<file path="src/design/fcb_pkg.sv">
// Shared types, widths and helper functions for the frustum box cull block.
package fcb_pkg;

  localparam int COORD_W = 16;
  localparam int ENT_W   = 16;
  localparam int ROW_W   = 4 * ENT_W;
  localparam int PL_W    = ENT_W + 1;
  localparam int PROD_W  = 2 * PL_W;
  localparam int CR_W    = PROD_W + 1;
  localparam int TERM_W  = PL_W + CR_W;
  localparam int DEN_W   = TERM_W + 2;
  localparam int NUM_W   = DEN_W + 4;
  localparam int QS_W    = NUM_W + 1;
  localparam int CL_W    = COORD_W + 1;
  localparam int DOT_W   = PL_W + COORD_W;
  localparam int SUM_W   = DOT_W + 2;
  localparam int CNT_W   = $clog2(NUM_W + 1);
  localparam int N_PLANE = 6;

  localparam logic [ROW_W-1:0] ROW0_RST = ROW_W'(64'h0000_0000_0000_1000);
  localparam logic [ROW_W-1:0] ROW1_RST = ROW_W'(64'h0000_0000_1000_0000);
  localparam logic [ROW_W-1:0] ROW2_RST = ROW_W'(64'h0000_1000_0000_0000);
  localparam logic [ROW_W-1:0] ROW3_RST = ROW_W'(64'h1000_0000_0000_0000);

  localparam logic signed [CL_W-1:0] CL_MAX = {1'b0, {(CL_W-1){1'b1}}};
  localparam logic signed [CL_W-1:0] CL_MIN = {1'b1, {(CL_W-1){1'b0}}};

  typedef enum logic [2:0] {
    REG_ROW0 = 3'd0,
    REG_ROW1 = 3'd1,
    REG_ROW2 = 3'd2,
    REG_ROW3 = 3'd3
  } fcb_reg_t;

  typedef enum logic [2:0] {
    SEQ_IDLE,
    SEQ_CROSS,
    SEQ_DOT,
    SEQ_SUM,
    SEQ_LOAD,
    SEQ_DIV,
    SEQ_ACC
  } fcb_seq_t;

  typedef struct packed {
    logic signed [COORD_W-1:0] max_z;
    logic signed [COORD_W-1:0] max_y;
    logic signed [COORD_W-1:0] max_x;
    logic signed [COORD_W-1:0] min_z;
    logic signed [COORD_W-1:0] min_y;
    logic signed [COORD_W-1:0] min_x;
  } fcb_in_t;

  typedef struct packed {
    logic degenerate;
    logic visible;
  } fcb_out_t;

  typedef struct packed {
    fcb_in_t box;
    logic    visible;
  } fcb_beat_t;

  typedef struct packed {
    logic signed [PL_W-1:0] w;
    logic signed [PL_W-1:0] z;
    logic signed [PL_W-1:0] y;
    logic signed [PL_W-1:0] x;
  } fcb_plane_t;

  // Frustum extent summary handed from the corner sequencer to the top level
  typedef struct packed {
    logic                 busy;
    logic                 degenerate;
    logic [2:0][CL_W-1:0] hi_min;
    logic [2:0][CL_W-1:0] lo_max;
  } fcb_face_t;

  // Row 3 plus or minus row k, entry by entry
  function automatic fcb_plane_t make_plane(logic [ROW_W-1:0] r3, logic [ROW_W-1:0] rk,
                                            logic neg);
    fcb_plane_t p;
    logic signed [PL_W-1:0] e [4];
    logic signed [PL_W-1:0] u;
    logic signed [PL_W-1:0] v;
    for (int c = 0; c < 4; c++) begin
      u    = PL_W'($signed(r3[c*ENT_W +: ENT_W]));
      v    = PL_W'($signed(rk[c*ENT_W +: ENT_W]));
      e[c] = neg ? (u - v) : (u + v);
    end
    p.x = e[0];
    p.y = e[1];
    p.z = e[2];
    p.w = e[3];
    return p;
  endfunction

  function automatic logic signed [PROD_W-1:0] mul_pp(logic signed [PL_W-1:0] a,
                                                       logic signed [PL_W-1:0] b);
    return PROD_W'(a) * PROD_W'(b);
  endfunction

  // Saturate a quotient into a range that still orders correctly against any coordinate
  function automatic logic signed [CL_W-1:0] clamp_cl(logic signed [QS_W-1:0] v);
    logic signed [QS_W-1:0] hi_lim;
    logic signed [QS_W-1:0] lo_lim;
    hi_lim = QS_W'(CL_MAX);
    lo_lim = QS_W'(CL_MIN);
    if (v > hi_lim) return CL_MAX;
    if (v < lo_lim) return CL_MIN;
    return CL_W'(v);
  endfunction

endpackage

</file>
<file path="src/design/fcb_plane_cell.sv">
// One plane cell of the chain: tests the box against one clip plane and passes it on.
module fcb_plane_cell import fcb_pkg::*; (
  input  logic       clk,
  input  logic       rst_n,
  input  fcb_plane_t plane,
  input  logic       up_valid,
  input  fcb_beat_t  up_beat,
  output logic       up_ready,
  output logic       dn_valid,
  output fcb_beat_t  dn_beat,
  input  logic       dn_ready
);

  logic                     va_r;
  logic                     va_nxt;
  fcb_beat_t                beat_a_r;
  logic signed [DOT_W-1:0]  prod_r [3];
  logic                     vb_r;
  logic                     vb_nxt;
  fcb_beat_t                beat_b_r;
  logic                     ready_a;
  logic                     ready_b;
  logic signed [COORD_W-1:0] sel_x;
  logic signed [COORD_W-1:0] sel_y;
  logic signed [COORD_W-1:0] sel_z;
  logic signed [SUM_W-1:0]  peak_val;

  // Pick the bound that maximizes the plane term on one axis
  function automatic logic signed [COORD_W-1:0] pick(logic signed [PL_W-1:0] k,
                                                     logic signed [COORD_W-1:0] lo,
                                                     logic signed [COORD_W-1:0] hi);
    return (k[PL_W-1] == (lo < hi)) ? lo : hi;
  endfunction

  // Handshake: a stage takes a beat when empty or when it moves on
  assign ready_b  = !vb_r || dn_ready;
  assign ready_a  = !va_r || ready_b;
  assign up_ready = ready_a;
  assign va_nxt   = ready_a ? up_valid : va_r;
  assign vb_nxt   = ready_b ? va_r : vb_r;

  assign sel_x = pick(plane.x, up_beat.box.min_x, up_beat.box.max_x);
  assign sel_y = pick(plane.y, up_beat.box.min_y, up_beat.box.max_y);
  assign sel_z = pick(plane.z, up_beat.box.min_z, up_beat.box.max_z);

  // Largest plane value over the eight box corners
  assign peak_val = SUM_W'(prod_r[0]) + SUM_W'(prod_r[1]) + SUM_W'(prod_r[2])
                  + (SUM_W'(plane.w) <<< 4);

  always_ff @(posedge clk) begin
    if (!rst_n) begin
      va_r <= 1'b0;
      vb_r <= 1'b0;
    end else begin
      va_r <= va_nxt;
      vb_r <= vb_nxt;
    end
  end

  // Stage A: per-axis products
  always_ff @(posedge clk) begin
    if (ready_a) begin
      beat_a_r  <= up_beat;
      prod_r[0] <= DOT_W'(plane.x) * DOT_W'(sel_x);
      prod_r[1] <= DOT_W'(plane.y) * DOT_W'(sel_y);
      prod_r[2] <= DOT_W'(plane.z) * DOT_W'(sel_z);
    end
  end

  // Stage B: drop visibility when every corner is behind the plane
  always_ff @(posedge clk) begin
    if (ready_b) begin
      beat_b_r.box     <= beat_a_r.box;
      beat_b_r.visible <= beat_a_r.visible && !peak_val[SUM_W-1];
    end
  end

  assign dn_valid = vb_r;
  assign dn_beat  = beat_b_r;

endmodule

</file>
<file path="config.mk">
export PLATFORM = sky130hd
export DESIGN_NAME = fcb_plane_cell
export DESIGN_NICKNAME = d
export VERILOG_FILES = /design/src/design/fcb_pkg.sv /design/src/design/fcb_plane_cell.sv
export SDC_FILE = /design/constraint.sdc
export NUM_CORES = 2
export LEC_CHECK = 0
export ABC_AREA = 0
export ABC_CLOCK_PERIOD_IN_PS = 7900
export CORE_MARGIN = 1.5
export CORE_UTILIZATION = 25
export DETAILED_ROUTE_END_ITERATION = 7
export DONT_BUFFER_PORTS = 1
export GPL_ROUTABILITY_DRIVEN = 1
export HOLD_SLACK_MARGIN = 0.15
export PLACE_DENSITY = 0.47
export SETUP_SLACK_MARGIN = 0.5
export SLEW_MARGIN = 0
export SYNTH_ARGS = -nofsm -noshare
export SYNTH_HDL_FRONTEND = slang
export SYNTH_SLANG_ARGS = --single-unit
</file>
<file path="constraint.sdc">
create_clock -name clk -period 7.9 [get_ports clk]
set_input_delay 0 -clock clk [delete_from_list [all_inputs] [get_ports clk]]
set_output_delay 0 -clock clk [all_outputs]
set_load 0.005 [all_outputs]
</file>
==> results list <==
* Part of the Yosys area used for sequential elements: 0.201
- Post-Route WL: 121000 µm
- The number of antenna violations at the first check in global routing came to 11.
- Share of cells above drive strength 1: 0.102
- Clock tree synthesis selected as its root buffer the cell sky130_fd_sc_hd__clkbuf_16.
- Path type of the worst setup path: input port to flop
* Post-synthesis cell area: roughly 0.044 mm²
* Average cell area after synthesis: 10.8 µm²
- Dominant combinational cell family by area after synthesis: adder cells
- The netlist uses between 60 and 70 different library cells.
* Time the worst path needs with I/O delays and setup: 7180 ps
- Horizontal extent of the die: around 420 µm
* Commonest non-fill, non-tap cells in the layout: sky130_fd_sc_hd__inv_1, sky130_fd_sc_hd__fa_1, sky130_fd_sc_hd__nand2_1, sky130_fd_sc_hd__ha_1, sky130_fd_sc_hd__edfxtp_1
- Clk_skew: 23.6 ps
* Number of vias in the routed layout: between 20000 and 30000
- Biggest cell delay along the critical path: ~550 ps
- TritonCTS clock tree: yes
- The first global-routing pass estimated 191000 µm of wire.
* Yosys warning total: 0
* Clock H-tree levels: 2
- In this run, synthesis inferred 293 flip-flops with an integrated enable.
* Outcome: finished, final reports clean
* Instance count of the mapped netlist: 4084
- Number of nets still failing antenna checks after routing: 0
- Number of core rows: 153
- Of the total synthesized cell area, the portion taken by AND, OR, NAND and NOR gates is 0.116.
- Via count of the first global-routing pass: between 30000 and 40000
- DIE AREA: 0.179 mm²
* Share of the clock period used by the worst path after layout: 0.908
- For the worst-skew pair, the clock arrives at the later sink with an insertion delay of 620 ps.
* Pin count of the biggest net entering global routing: 57
- Slew at the pin closest to its max-slew limit: 902 ps
- Number of nets in the layout: 5851
* Dominant cell type by count on the critical path: sky130_fd_sc_hd__fa_1
- Dpl hpwl: between 90000 and 100000 µm
- The number of max-slew violations in the final report is 0.
- Setup repair after global routing could not meet its margin everywhere.
- The core region is 0.174 mm².
* Count of clock tree sinks: 295
- Adder-Cell Fraction of Synth Area: 0.499
* Synth-to-layout area growth: 19.4%
- Required time of the worst setup path: roughly 8300 ps
- Overall fraction of global-route tracks in use: 0.139
- Most common cell after layout, fill and taps aside: sky130_fd_sc_hd__inv_1
- Port Buffers: 0
- In the synthesized netlist the async set-or-reset flop fraction comes to 0.
- around 270 I/O pins were placed.
- In this run, CTS created clock tree buffers numbering 43.
- Derived from the worst setup path, the maximum achievable clock frequency is 0.139 GHz.
- Register bit total from synthesis: 295
* Top FF cell, synth: sky130_fd_sc_hd__edfxtp_1
- Post-Syn Nets: 5474
* Post-place setup slack: -269 ps
* Starting utilization of the core area: 0.252
- The worst hold path belongs to the class input port to flop.
- Clock transition at path regs: 60 ps
- Worst-case headroom to the max-slew limit: 0.399
* Count of max-cap constraint violations: 0
* Maximum clock path buffer count: 3
* Initial DRC Count: 1327
- Detailed-routing iteration count for the pre-antenna-repair pass: 5
- Final hold viol count: 0
- The largest individual stage delay along the critical path comes from the cell sky130_fd_sc_hd__fa_1.
- At the end of routability-driven placement, the weighted congestion stood at 0.806.
- Setup violation total in the final timing report: 0
* Arrival @ worst endpoint: roughly 7500 ps
- Crit path setup slack, layout: 724 ps
- Post-DR wirelength/cell: 17.7 µm
* Multiplexer share of the synthesized area: 0.0234
* Post-synthesis compound-gate area fraction: 0.0426
- Of the total synthesized cell area, the portion taken by XOR and XNOR cells is 0.0254.
- After global routing the overflow that remains totals 0.
* # DRC: 0
- Kind of start point of the critical path: input port
- The worst setup path is captured at a flop.
* Critical path fanouts, max: 7
* Die height: between 400 and 500 µm
- Vias per std cell: 4.19
[cell usage after synthesis, types with 3 or more instances]
master,count,area share
sky130_fd_sc_hd__inv_1,949,0.081
sky130_fd_sc_hd__fa_1,890,0.40
sky130_fd_sc_hd__nand2_1,372,0.032
sky130_fd_sc_hd__ha_1,331,0.094
sky130_fd_sc_hd__edfxtp_1,293,0.20
sky130_fd_sc_hd__nor2b_1,275,0.039
sky130_fd_sc_hd__and2_1,132,0.019
sky130_fd_sc_hd__a21oi_1,96,0.011
sky130_fd_sc_hd__xnor2_1,95,0.019
sky130_fd_sc_hd__nor2_1,90,0.0077
sky130_fd_sc_hd__clkbuf_1,66,0.0056
sky130_fd_sc_hd__nand2b_1,59,0.0084
sky130_fd_sc_hd__o21ai_0,55,0.0063
sky130_fd_sc_hd__a21o_1,53,0.0090
sky130_fd_sc_hd__mux2i_1,53,0.012
sky130_fd_sc_hd__mux2_2,31,0.0079
sky130_fd_sc_hd__buf_2,26,0.0030
sky130_fd_sc_hd__xor2_1,23,0.0046
sky130_fd_sc_hd__o21a_1,17,0.0029
sky130_fd_sc_hd__nand3_1,15,0.0017
sky130_fd_sc_hd__nand4_1,13,0.0018
sky130_fd_sc_hd__nor3_1,13,0.0015
sky130_fd_sc_hd__o21bai_1,11,0.0019
sky130_fd_sc_hd__a211oi_1,10,0.0017
sky130_fd_sc_hd__buf_4,9,0.0015
sky130_fd_sc_hd__mux2_4,9,0.0031
sky130_fd_sc_hd__o211ai_1,9,0.0015
sky130_fd_sc_hd__and3_1,8,0.0011
sky130_fd_sc_hd__or2_2,8,0.0011
sky130_fd_sc_hd__a31o_2,6,0.0012
sky130_fd_sc_hd__or3_1,6,0.00085
sky130_fd_sc_hd__o31ai_1,5,0.00085
sky130_fd_sc_hd__a311oi_1,4,0.00080
sky130_fd_sc_hd__a2111oi_2,3,0.0010
sky130_fd_sc_hd__a211o_1,3,0.00060
sky130_fd_sc_hd__a31oi_1,3,0.00043
sky130_fd_sc_hd__buf_6,3,0.00077
sky130_fd_sc_hd__nor3b_1,3,0.00051
sky130_fd_sc_hd__o221ai_1,3,0.00060
sky130_fd_sc_hd__or2_1,3,0.00043
[final timing paths]
kind / slack [ps] / endpoint / cells after the start / startpoint
min: 230 / dn_beat[1]$_DFFE_PP_ / 2 / dn_ready
max: 720 / prod_r[0][95]$_DFFE_PP_ / 31 / up_beat[38]
max reg2reg: 3940 / dn_beat[0]$_DFFE_PP_ / 12 / prod_r[0][47]$_DFFE_PP_
min reg2reg: 400 / dn_beat[41]$_DFFE_PP_ / 0 / beat_a_r[41]$_DFFE_PP_
[per-layer routing]
layer	vias up	share of wire	global-route usage
met5	-	0.00018	0
met4	4	0.021	0.0327
met3	109	0.046	0.0240
met2	485	0.48	0.234
met1	14737	0.45	0.186
li1	13221	-	-
[what timing repair did]
| action | in CTS | in global routing |
|---|---|---|
| endpoints found under the setup margin | 2 | 23 |
| endpoints found under the hold margin | 113 | 0 |
| setup buffers | 1 | 25 |
| resized for setup | 1 | 58 |
| hold buffers | 211 | 0 |
| cloned | 0 | 4 |
| pin swaps | 0 | 35 |
[cell families after synthesis]
| logic type | Yosys count |
|---|---|
| adders and majority gates | 1221 |
| buffers and inverters | 1057 |
| xor gates and xnor gates | 121 |
| and+or+nand+nor | 1004 |
| AOI/OAI and AO/OA | 292 |
| muxes | 94 |
| DFF | 295 |
[area by class of cell]
| class | instances | area, µm² |
|---|---|---|
| inverters | 949 | 3570 |
| clock inverters | 30 | 327 |
| flip-flops and latches | 295 | 8840 |
| multi-input cells | 2735 | 31800 |
| well taps | 2325 | 2910 |
| diodes | 4 | 10.0 |
| clock buffers | 48 | 1090 |
| repair buffers | 437 | 3970 |
| fillers | 18050 | 122000 |
[state kept, by name, indices dropped and copies added, names as in the netlist]
register / cells
dn_beat: 97
va_r: 1
dn_valid: 1
beat_a_r: 97
prod_r: 99
[metrics by stage]
stage,hold WS (ps),util,TNS [ps],instances,cell area (µm²)
after floorplan,98.9,-,0,4084,44500
after global placement,98.9,0.278,-1290,6500,48400
after detailed placement,98.9,0.278,-1540,6500,48400
after CTS,180,0.298,0,6790,52000
after global routing,229,0.301,0,6820,52500
final,232,0.301,0,6823,52500
[worst max-delay path, delay by kind of cell]
family	cells	cell delay, ps
muxes	1	380
xor gates and xnor gates	2	340
adders and majority gates	8	3470
buffers and inverters	6	670
and+or+nand+nor	4	460
AOI/OAI and AO/OA	10	2190
Power is not shown: default switching activity piles up to over one toggle a cycle in this logic, so the estimate is an artifact.
